===== src/hdl/rsfs_ram.sv =====
// Generic single-write, single-read RAM with registered read data.
module rsfs_ram #(
  parameter int W = 8,
  parameter int D = 64
) (
  input  logic                 clk,
  input  logic                 we,
  input  logic [$clog2(D)-1:0] waddr,
  input  logic [W-1:0]         wdata,
  input  logic [$clog2(D)-1:0] raddr,
  output logic [W-1:0]         rdata
);
  logic [W-1:0] mem [D];

  always_ff @(posedge clk) begin
    if (we) begin
      mem[waddr] <= wdata;
    end
    rdata <= mem[raddr];
  end
endmodule


===== config.mk =====
export PLATFORM = sky130hd
export DESIGN_NAME = rsfs_ram
export DESIGN_NICKNAME = d
export VERILOG_FILES = /design/src/hdl/rsfs_ram.sv
export SDC_FILE = /design/constraint.sdc
export NUM_CORES = 1
export LEC_CHECK = 0
export ABC_AREA = 1
export BUFFER_PORTS_ARGS = -buffer_cell sky130_fd_sc_hd__buf_2
export CAP_MARGIN = 20
export CELL_PAD_IN_SITES_DETAIL_PLACEMENT = 1
export CELL_PAD_IN_SITES_GLOBAL_PLACEMENT = 1
export CORE_ASPECT_RATIO = 0.75
export CORE_MARGIN = 2
export CORE_UTILIZATION = 46
export CTS_CLUSTER_DIAMETER = 150
export DETAILED_ROUTE_END_ITERATION = 10
export GPL_TIMING_DRIVEN = 0
export MAX_ROUTING_LAYER = met4
export PLACE_DENSITY_LB_ADDON = 0.1
export SLEW_MARGIN = 5
export SYNTH_ARGS = -nofsm -noshare
export SYNTH_HDL_FRONTEND = slang
export SYNTH_SLANG_ARGS = --single-unit
export TNS_END_PERCENT = 100

===== constraint.sdc =====
create_clock -name clk -period 2.2 [get_ports clk]
set_clock_uncertainty 0.2 [all_clocks]
set_input_delay 0.11 -clock clk [delete_from_list [all_inputs] [get_ports clk]]
set_output_delay 0.11 -clock clk [all_outputs]
set_load 0.005 [all_outputs]

-- After elaboration in Yosys (flattened, before gate mapping)
Memory sizes are Yosys's and may differ from the RTL's. A register that Yosys moved wholly into a read port is not among the register bits.
Index checks and enable logic that the tools add are counted.
- multiplexer cells: 2
- operators with widths (cell ; number):
    $mux W1 ; 2
- flip-flop bits (word level): 0
- RAM bits: 512
- bits of input ports: 22
- output and inout bits: 8
- memories kept: 1
- memories (memory ; words ; bits a word ; rd ports ; clocked after memory_dff ; wr ports ; RTL line ; RTL):
    mem ; 64 ; 8 ; 1 ; 1 ; 1 ; 13 ; logic [W-1:0] mem [D];

-- Logic depth before layout (Yosys ltp)
- depth after elaboration: 2
- mapped depth: 12

-- Least setup slack after synthesis
No wires, ideal clock.
- path type: input port to flip-flop
- start: input port we
- end: memory mem[48][0], enable pin
- arrival time: 1.481 ns
- required time: 1.605 ns
- slack: 0.124 ns
- cell stages on the path: 3
- path through: clkbuf_1 nand4_1 nor4_1
- longest elaborated chain between the ends: 2
- ends and longest elaborated chain (item ; RTL line ; RTL):
    start, declared ; 7 ; input logic we,
    $mux W1 ; 16 ; if (we) begin
    $mux W1 (implied by the code) ; 17 ; mem[waddr] <= wdata;
    end, declared ; 13 ;
No other way between the ends.

-- Worst setup path after layout
- start: input port waddr[0]
- end: memory mem[34][6], enable pin
- RTL lines (item ; RTL line ; RTL):
    start, declared ; 8 ; input logic [$clog2(D)-1:0] waddr,
No word-level cell before the write port.

==> results by group <==
Clock tree
  – Clock tree buffer depth: 3
  – Clk Latency, worst-skew pair: 0.62 ns
  – Total CTS buffers: 52
  – CTS sink cnt: 520
  – Clock slew at reported path FFs: 0.06 ns
  – Root Driver: clkbuf_16
  – H-tree depth: 2
  – CTS tree: yes

Worst setup path
  – Required time of the critical path: 2.22 ns
  – Worst Path Max Fanout: 9
  – Kind of start point of the critical path: input port
  – Arrival @ worst endpoint: 2.39 ns
  – Crit end category: flip-flop
  – Setup CP Type: input port to flip-flop

Synth
  – Yosys Warn Count: 0
  – Synth Register Bits: 520
  – Yosys top cell by area: edfxtp_1
  – Syn Nets: 1827
  – Top-area cell type share of the netlist area: 0.7205
  – Synth Area per Inst: 11.82 um2
  – Largest cells by area after synthesis: edfxtp_1 (72%), nand2_1 (11%), nand3_1 (10%)
  – Mapped cell area: 21340 um2
  – Distinct cells, synth: 16
  – Register area share after synthesis: 0.7280
  – Syn Inst Count: 1805

Final layout
  – Layout cell share with drive strength beyond 1: 0.1204
  – Cell Count, Final, Fillers Out: 2548
  – Total Nets Final: 1932
  – Commonest non-fill, non-tap cell in the layout: nand2_1
  – Synth-to-Final Area Change: 13.66%
  – Finished layout cell area: 24250 um2
  – Most frequent cells in the layout: nand2_1 (648), edfxtp_1 (512), nand3_1 (439)

STA
  – Relative slew slack: 0.2810
  – Clock period minus worst slack: 2.364 ns
  – Fin crit share: 1.074
  – Endpoints failing setup: 55
  – RSZ-0062 raised after global routing: yes
  – Fin. Hold Viols: 0
  – Final WS setup: -0.1637 ns
  – Worst Tran Pin Value: 1.075 ns
  – Fmax: 423.1 MHz
  – Max Slew Vio Count: 0

Global route
  – Busiest layer in global routing: met1
  – M2 GR Usage: 0.4330
  – Met3 global-route usage: 0.06170
  – Vias in the first global route: 14820
  – Largest net degree at the start of global routing: 65
  – Gr ovfl total: 0
  – All-layer global routing usage: 0.3102
  – Met1 Usage GRT: 0.4669
  – Initial antenna violation count: 1
  – First-pass GRT wire length: 102600 um

Floorplan
  – Initial Util: 0.4645
  – Core footprint: 45940 um2
  – Die height: 190.5 um
  – # IOs: 30
  – Row count: 68
  – Die area: 48150 um2
  – Die width: 252.7 um

Route
  – Initial DRC Count: 1568
  – DRT antenna net count: 0
  – Final wirelength: 71180 um
  – DR vias/cell: 5.855
  – Via count of the routed design: 14920
  – WL/cell: 27.93 um
  – 1st-pass router iterations: 5
  – Residual DRC: 0

Power
  – Worst-case vdd ir drop: 0.6444 mV
  – Sw Ratio: 0.2392
  – Clk pwr share: 0.407
  – LEAKAGE: 8.748 nW
  – Gate power share: 0.076
  – Switching power: 5.075 mW
  – Cell-internal power: 16.15 mW
  – Cell Pwr Density: 874.9 nW/um2
  – Sequential power share: 0.518

Hold path
  – HP Class: input port to flip-flop

Outcome
  – Failing checks: negative setup slack
  – Outcome: finished with violations

Placement
  – Port Buffers: 21
  – GP Congestion: 0.9141
  – Dpl cells: 2433
  – DP HPWL: 48130 um
  – Post-placement cell area: 22390 um2

Run
  – Max Cap Violations: 0
## cell families after synthesis
group / count (synthesis) / synth area share
AND/OR/NAND/NOR: 1160 / 0.2318
flip-flops: 520 / 0.7280
buffers and inverters: 125 / 0.04022
## sequential cells by signal (all words and copies together), names as in the netlist
name   flops
mem      512
rdata      8
## area by class of cell
cell class	instances	area [um2]
timing repair buffer	51	425.4
buffer	113	808.3
tap	595	744.5
clock buffer	68	1383
inverter	12	50.05
multi-input combinational	1160	5091
antenna	1	2.502
sequential	520	15530
clock inverter	28	215.2
fill	4781	21690
## Yosys cell counts, drive strengths merged
library cell,instances
nand2,648
edfxtp,512
nand3,439
buf,98
nor2,56
clkbuf,15
inv,12
nand4,9
dfxtp,8
nor4,8
## stage by stage
step / total power, mW / hold WS [ns] / setup TNS [ns] / worst slack [ns] / utilization
after floorplan: 11.97 / 0.008869 / 0 / 0.1239 / -
after global placement: 12.68 / 0.2855 / -209.10 / -0.7532 / 0.4830
after detailed placement: 12.74 / 0.2905 / -231.79 / -0.9195 / 0.4873
after CTS: 21.22 / 0.003824 / -4.156 / -0.1068 / 0.5260
after global routing: 21.76 / 0.03909 / -5.183 / -0.1723 / 0.5279
final: 21.22 / 0.04013 / -4.334 / -0.1637 / 0.5279
## timing repair
item / in CTS / in global routing
gates resized for setup: 15 / 19
cloned: 0 / 0
hold buffers: 14 / 0
pin swaps: 0 / 1
setup buffers: 0 / 4
setup endpoints to repair: 100 / 164
endpoints found under the hold margin: 342 / 0
## per-layer routing
metal | vias to the layer above | share of wire
li1 | 6580 | -
met1 | 7578 | 0.47
met2 | 647 | 0.43
met3 | 113 | 0.086
met4 | 0 | 0.021
met5 | - | 0
## power groups by stage
stage | combinational [mW] | clock [mW] | sequential, mW
final | 1.61 | 8.63 | 11.0
after global routing | 1.71 | 9.06 | 11.0
after CTS | 1.57 | 8.67 | 11.0
after detailed placement | 1.54 | 0 | 11.2
after global placement | 1.48 | 0 | 11.2
after floorplan | 0.771 | 0 | 11.2
## worst max-delay path, stage by stage
cell,delay (ns)
clkbuf_1,0.23
inv_1,0.33
nand4_1,0.77
nor2_1,0.94
## path summary, 6_finish.rpt
kind / from / end / slack (ns) / depth (start not counted)
worst max-delay path: waddr[0] / mem[34][6]$_DFFE_PP_ / -0.16 / 4
worst min register to register: mem[62][1]$_DFFE_PP_ / rdata[1]$_DFF_P_ / 0.72 / 8
worst min-delay path: waddr[0] / mem[52][3]$_DFFE_PP_ / 0.04 / 2
worst max register to register: mem[49][5]$_DFFE_PP_ / rdata[5]$_DFF_P_ / 0.48 / 8
Power figures use the tool's default switching activity.
