--- src/hdl/rsfs_div.sv ---
// Restoring divider, 32-bit dividend by 16-bit divisor, one quotient bit per cycle.
module rsfs_div (
  input  logic        clk,
  input  logic        rst_n,
  input  logic        start,
  input  logic [31:0] num,
  input  logic [15:0] den,
  output logic        done,
  output logic [31:0] quot
);
  logic [31:0] num_r;
  logic [15:0] den_r;
  logic [15:0] rem_r;
  logic [31:0] quot_r;
  logic [5:0]  cnt_r;
  logic        run_r;
  logic        done_r;
  logic [16:0] sh;
  logic        fits;

  assign sh   = {rem_r, num_r[31]};
  assign fits = (sh >= {1'b0, den_r});

  always_ff @(posedge clk) begin
    if (!rst_n) begin
      run_r  <= 1'b0;
      done_r <= 1'b0;
      cnt_r  <= '0;
    end else begin
      done_r <= 1'b0;
      if (start) begin
        run_r <= 1'b1;
        cnt_r <= 6'd32;
      end else if (run_r) begin
        cnt_r <= cnt_r - 6'd1;
        if (cnt_r == 6'd1) begin
          run_r  <= 1'b0;
          done_r <= 1'b1;
        end
      end
    end
  end

  always_ff @(posedge clk) begin
    if (start) begin
      num_r  <= num;
      den_r  <= den;
      rem_r  <= '0;
      quot_r <= '0;
    end else if (run_r) begin
      rem_r  <= fits ? 16'(sh - {1'b0, den_r}) : sh[15:0];
      quot_r <= {quot_r[30:0], fits};
      num_r  <= {num_r[30:0], 1'b0};
    end
  end

  assign done = done_r;
  assign quot = quot_r;
endmodule

--- config.mk ---
export PLATFORM = sky130hd
export DESIGN_NAME = rsfs_div
export DESIGN_NICKNAME = d
export VERILOG_FILES = /design/src/hdl/rsfs_div.sv
export SDC_FILE = /design/constraint.sdc
export NUM_CORES = 1
export LEC_CHECK = 0
export ABC_AREA = 1
export BUFFER_PORTS_ARGS = -buffer_cell sky130_fd_sc_hd__clkbuf_2
export CORE_MARGIN = 8
export CORE_UTILIZATION = 25
export DETAILED_ROUTE_END_ITERATION = 12
export PLACE_DENSITY = 0.39
export SLEW_MARGIN = 20
export SYNTH_ARGS = -nofsm -noshare
export SYNTH_HDL_FRONTEND = slang
export SYNTH_SLANG_ARGS = --single-unit
--- constraint.sdc ---
create_clock -name clk -period 3.95 [get_ports clk]
set_clock_uncertainty 0.1 [all_clocks]
set_input_delay 0.9875 -clock clk [delete_from_list [all_inputs] [get_ports clk]]
set_output_delay 0.9875 -clock clk [all_outputs]
set_load 0.01 [all_outputs]
Word level (Yosys, flattened, before mapping)
Cells that the tools add are included.

Register bits: 104. Input bits: 51. Output and inout bits: 33. Logic and storage cells: 26.

$add $sub $neg: 2. Magnitude comparators: 1. Equality and inequality tests: 1. Muxes and demuxes: 9. Bitwise logic cells: 2. Reductions and logical operators: 3.

Operators with widths (number): $mux 32 (2); $ge 17x16->1 (1); $mux 16 (1); $sub 16x16->16 (1); $mux 6 (2); $eq 6x1->1 const B (1); $sub 6x1->6 const B (1); $mux 1 (4); $reduce_or 3->1 (1); $not 1->1 (2); $reduce_bool 2->1 (1); $reduce_or 2->1 (1).

Logic depth before layout (Yosys ltp)
Depth in word-level cells: 4. Gate-level depth with buffers: 15. Gate-level depth less buffers: 14.

Least setup slack after synthesis
No wires, ideal clock.

Kind: input to register. Start: in start. End: reg num_r[0], enable pin. Library setup time: 0.409 ns. Arrival time: 2.469 ns. Data required time: 3.441 ns. Path slack: 0.972 ns. Stages on the path: 4. Path buffers: 2. Path through: buf_2 -> nor2_1 -> inv_1 -> buf_1.

Longest elaborated chain between the ends: 1.

Ends and longest elaborated chain: from (decl) (RTL line 5) `input logic start,`; $reduce_bool 2->1 (no line); to (signal assigned) (RTL line 46) `num_r <= num;`; to (signal assigned) (RTL line 53) `num_r <= {num_r[30:0], 1'b0};`; to (decl) (RTL line 11) `logic [31:0] num_r;`.

No other way between the ends. A chain may end at the register's enable or synchronous reset.

Worst setup path in the final report
Start: reg den_r[7]. End: reg rem_r[12].

Longest elaborated chain between the ends: 2. Elaborated cells on any way between the ends: 3. Those cells by class: 1 x add/sub; 1 x order compare; 1 x mux.

Ends and longest elaborated chain: from (decl) (RTL line 12) `logic [15:0] den_r;`; from (signal assigned) (RTL line 47) `den_r <= den;`; $sub 16x16->16 or $ge 17x16->1 (tied branches) (RTL line 51, 22); $mux 16 * (RTL line 51) `rem_r <= fits ? 16'(sh - {1'b0, den_r}) : sh[15:0];`; to (signal assigned) (RTL line 51); to (decl) (RTL line 13) `logic [15:0] rem_r;`.

Every way passes the cells marked *; elsewhere a longest branch is shown, timed or not.

==> impl_metrics.py <==
metrics = {
    "worst_setup_path": {
        "crit_type": "flip-flop to flip-flop",
        "cpPeakStageDelay_ps": 360,
        "crit_cells": 12,
        "crit_end": "rem_r[12]",
        "arrival_ps": 2370,
        "cpMaxStageDelayCell": "ha_1",
        "r2r_slack_ps": 1700,
        "worst_ep_required_time_ps": 4060,
        "crit_buf_inv": 3,
        "critPathTopFamily": "simple AND/OR/NAND/NOR gates",
        "startpoint": "den_r[7]",
        "endpoint_kind": "flip-flop",
        "crit-reg2reg-capture": "rem_r[12]",
        "timing.critical_path.mode_cell": "nor2_1",
        "worstPathCellList": "inv_1 > ha_1 > nand2_2 > inv_2 > a21oi_2 > nand3_2 > nand2_4 > nand2_4 > inv_4 > nor2_1 > nor2_1 > nor2_1",
        "critPathMaxFanout": 18,
        "r2r_start": "den_r[7]",
        "worst_r2r_path_depth": 12,
        "cp-start-kind": "flip-flop",
    },
    "die": {
        "io_pins": 84,
        "die_height_um": 158,
        "die_w_um": 158,
        "start_util_pct": 25.3,
        "core_area_sq_um": 20000,
        "rows": 52,
        "die_area_sq_um": 25100,
    },
    "placement": {
        "gp_congestion": 0.827,
        "placed_cells": 968,
        "io_buffers": 83,
        "hpwl_um": 9940,
    },
    "drt": {
        "ant_nets": 0,
        "dr.first_iter.drc_count": 194,
        "vias": 4226,
        "drtPass1Iterations": 5,
        "drt-total-wl_um": 13500,
        "wl_per_cell_um": 13.7,
        "drc_errors": 0,
        "viasPerCell": 4.29,
    },
    "clock_network": {
        "clock_latency_ps": 360,
        "cts_buffers": 9,
        "cts_setup_buffers": 0,
        "clkTransAtPathRegs_ps": 70,
        "hold_buffers": 0,
        "cts_tree": "done",
        "cts_resized": 0,
        "htreeDepth": 3,
        "cts-root-buf": "clkbuf_16",
        "clock_path_buffers": 2,
        "cts_sinks": 104,
    },
    "synth": {
        "synth_edf_count": 48,
        "synth_seq_cells": 104,
        "syn_nets": 700,
        "yosys_warnings": 0,
        "yosysSeqAreaShare_pct": 50.6,
        "avgSynthCellArea_sq_um": 8.04,
        "syn_inst": 630,
        "synth_cell_types": 37,
        "netlist_area_sq_um": 5060,
        "ys_async_sr_fraction_pct": 0,
        "dominantRegCellSynth": "dfxtp_1",
    },
    "layout": {
        "stdcell_count": 984,
        "num_antenna_cells": 0,
        "drive_above_1_share_pct": 17.9,
        "seq_area_sq_um": 2560,
        "fill_cells": 2273,
        "utilization_pct": 30.4,
        "fin_nets": 779,
        "multi_input_area_sq_um": 2020,
        "syn_to_final_growth_pct": 20.3,
    },
    "pwr": {
        "powerDensity_nw_per_um2": 397,
        "irDropWorstVdd_v": 0.000224,
        "p_leak_nw": 2.87,
    },
    "global_routing": {
        "grt_overflow": 0,
        "grt_start_max_net_pins": 56,
        "antenna_found_initial": 0,
        "gr-usage-all-layers_pct": 11.4,
        "grt_pass1_vias": 4355,
        "grt_pass1_wl_um": 22200,
    },
    "run_status": {
        "status": "complete, no violations",
    },
    "sta": {
        "fin_crit_sh_pct": 57.0,
        "max_freq_ghz": 0.444,
        "relSlewSlack_pct": 42.0,
        "finalHoldViolations": 0,
        "slew_viol_final": 0,
        "period_minus_slack_ps": 2250,
        "tightestPinTransition_ps": 869,
        "setup_tns_ps": 0,
        "rsz0062_at_grt": "no",
        "setup_viol": 0,
    },
    "min_path": {
        "hold_start": "rem_r[15]",
        "hp-class": "flip-flop to flip-flop",
    },
    "flow_run": {
        "drv_cap": 0,
    },
}
synthesized netlist by cell type, drive strengths merged, types with 2 or more instances:
library cell,count,area [sq um]
a21boi,6,45.1
nand4,7,43.8
buf,5,36.3
edfxtp,48,1440
clkbuf,14,52.6
dfxtp,56,1120
nor2,40,173
ha,18,225
o21a,2,15.0
nor3,6,35.0
a21oi,21,116
inv,103,389
xor2,2,17.5
nand3,39,210
nand2,214,833
o21ai,13,65.1
o22ai,29,181
worst min path at each step:
stage	endpoint	slack, ps	cells past startpoint
floorplan	rem_r[14]	340	2
finish	rem_r[15]	390	2
CTS	rem_r[15]	380	2
detailed placement	rem_r[15]	370	2
global route	quot[23]	420	2
global placement	rem_r[13]	380	2
power breakdown:
group / switching, mW / total, mW / internal (mW)
sequential: 0.0212 / 1.21 / 1.19
clock: 0.458 / 0.969 / 0.512
combinational: 0.157 / 0.238 / 0.0814
total: 0.636 / 2.42 / 1.78
per-layer routing:
metal	global-route usage (%)	routed length [um]
met1	14.2	6320
met2	18.6	6350
met3	3.04	611
met4	3.95	205
met5	0	0
worst min-delay path: cells and delay by family, from the launching register on:
| family | cells | cell delay [ps] |
|---|---|---|
| compound gates | 1 | 50 |
| flops | 1 | 330 |
| simple gates | 1 | 60 |
cell usage in the layout (no fill, tap or decap), types with 3 or more instances in the layout:
cell	count
a21oi_1	18
clkbuf_16	9
nor2_1	35
nand2_1	206
clkbuf_2	83
nor3_1	5
a21oi_2	3
nand4_1	7
nand3_1	36
o21ai_1	4
a21boi_1	5
o21ai_0	9
nor2_2	3
o22ai_1	29
inv_2	4
dfxtp_1	56
buf_4	3
nand2_2	6
ha_1	18
edfxtp_1	48
inv_1	98
nand3_2	3
layout make-up:
class / instances / area share, %
Timing Repair Buffer: 87 / 7.52
Multi-Input combinational cell: 404 / 33.2
Clock inverter: 7 / 1.56
Tap cell: 270 / 5.55
Inverter: 103 / 6.39
Sequential cell: 104 / 42.1
Clock buffer: 9 / 3.70
per-stage QoR:
| stage | setup WS (ps) | area [sq um] | hold WS, ps | power, mW |
|---|---|---|---|---|
| after detailed placement | 1390 | 5770 | 370 | 1.48 |
| after CTS | 1680 | 6090 | 382 | 2.47 |
| after floorplan | 972 | 5060 | 345 | 1.39 |
| after global placement | 1450 | 5770 | 377 | 1.48 |
| final | 1700 | 6090 | 386 | 2.42 |
| after global routing | 1520 | 6090 | 422 | 2.54 |
sequential cells by signal (all words and copies together), names as in the netlist:
| register | cells |
|---|---|
| run_r | 1 |
| den_r | 16 |
| rem_r | 16 |
| quot | 32 |
| done | 1 |
| cnt_r | 6 |
| num_r | 32 |
cell families after synthesis:
kind of cell,count (synthesis),synth area share (%)
DFF,104,50.6
adders and majority gates,19,4.84
buffers and inverters,122,9.44
and+or+nand+nor,310,26.1
xor gates and xnor gates,2,0.346
AOI/OAI and AO/OA,73,8.65
Power figures use the tool's default switching activity.
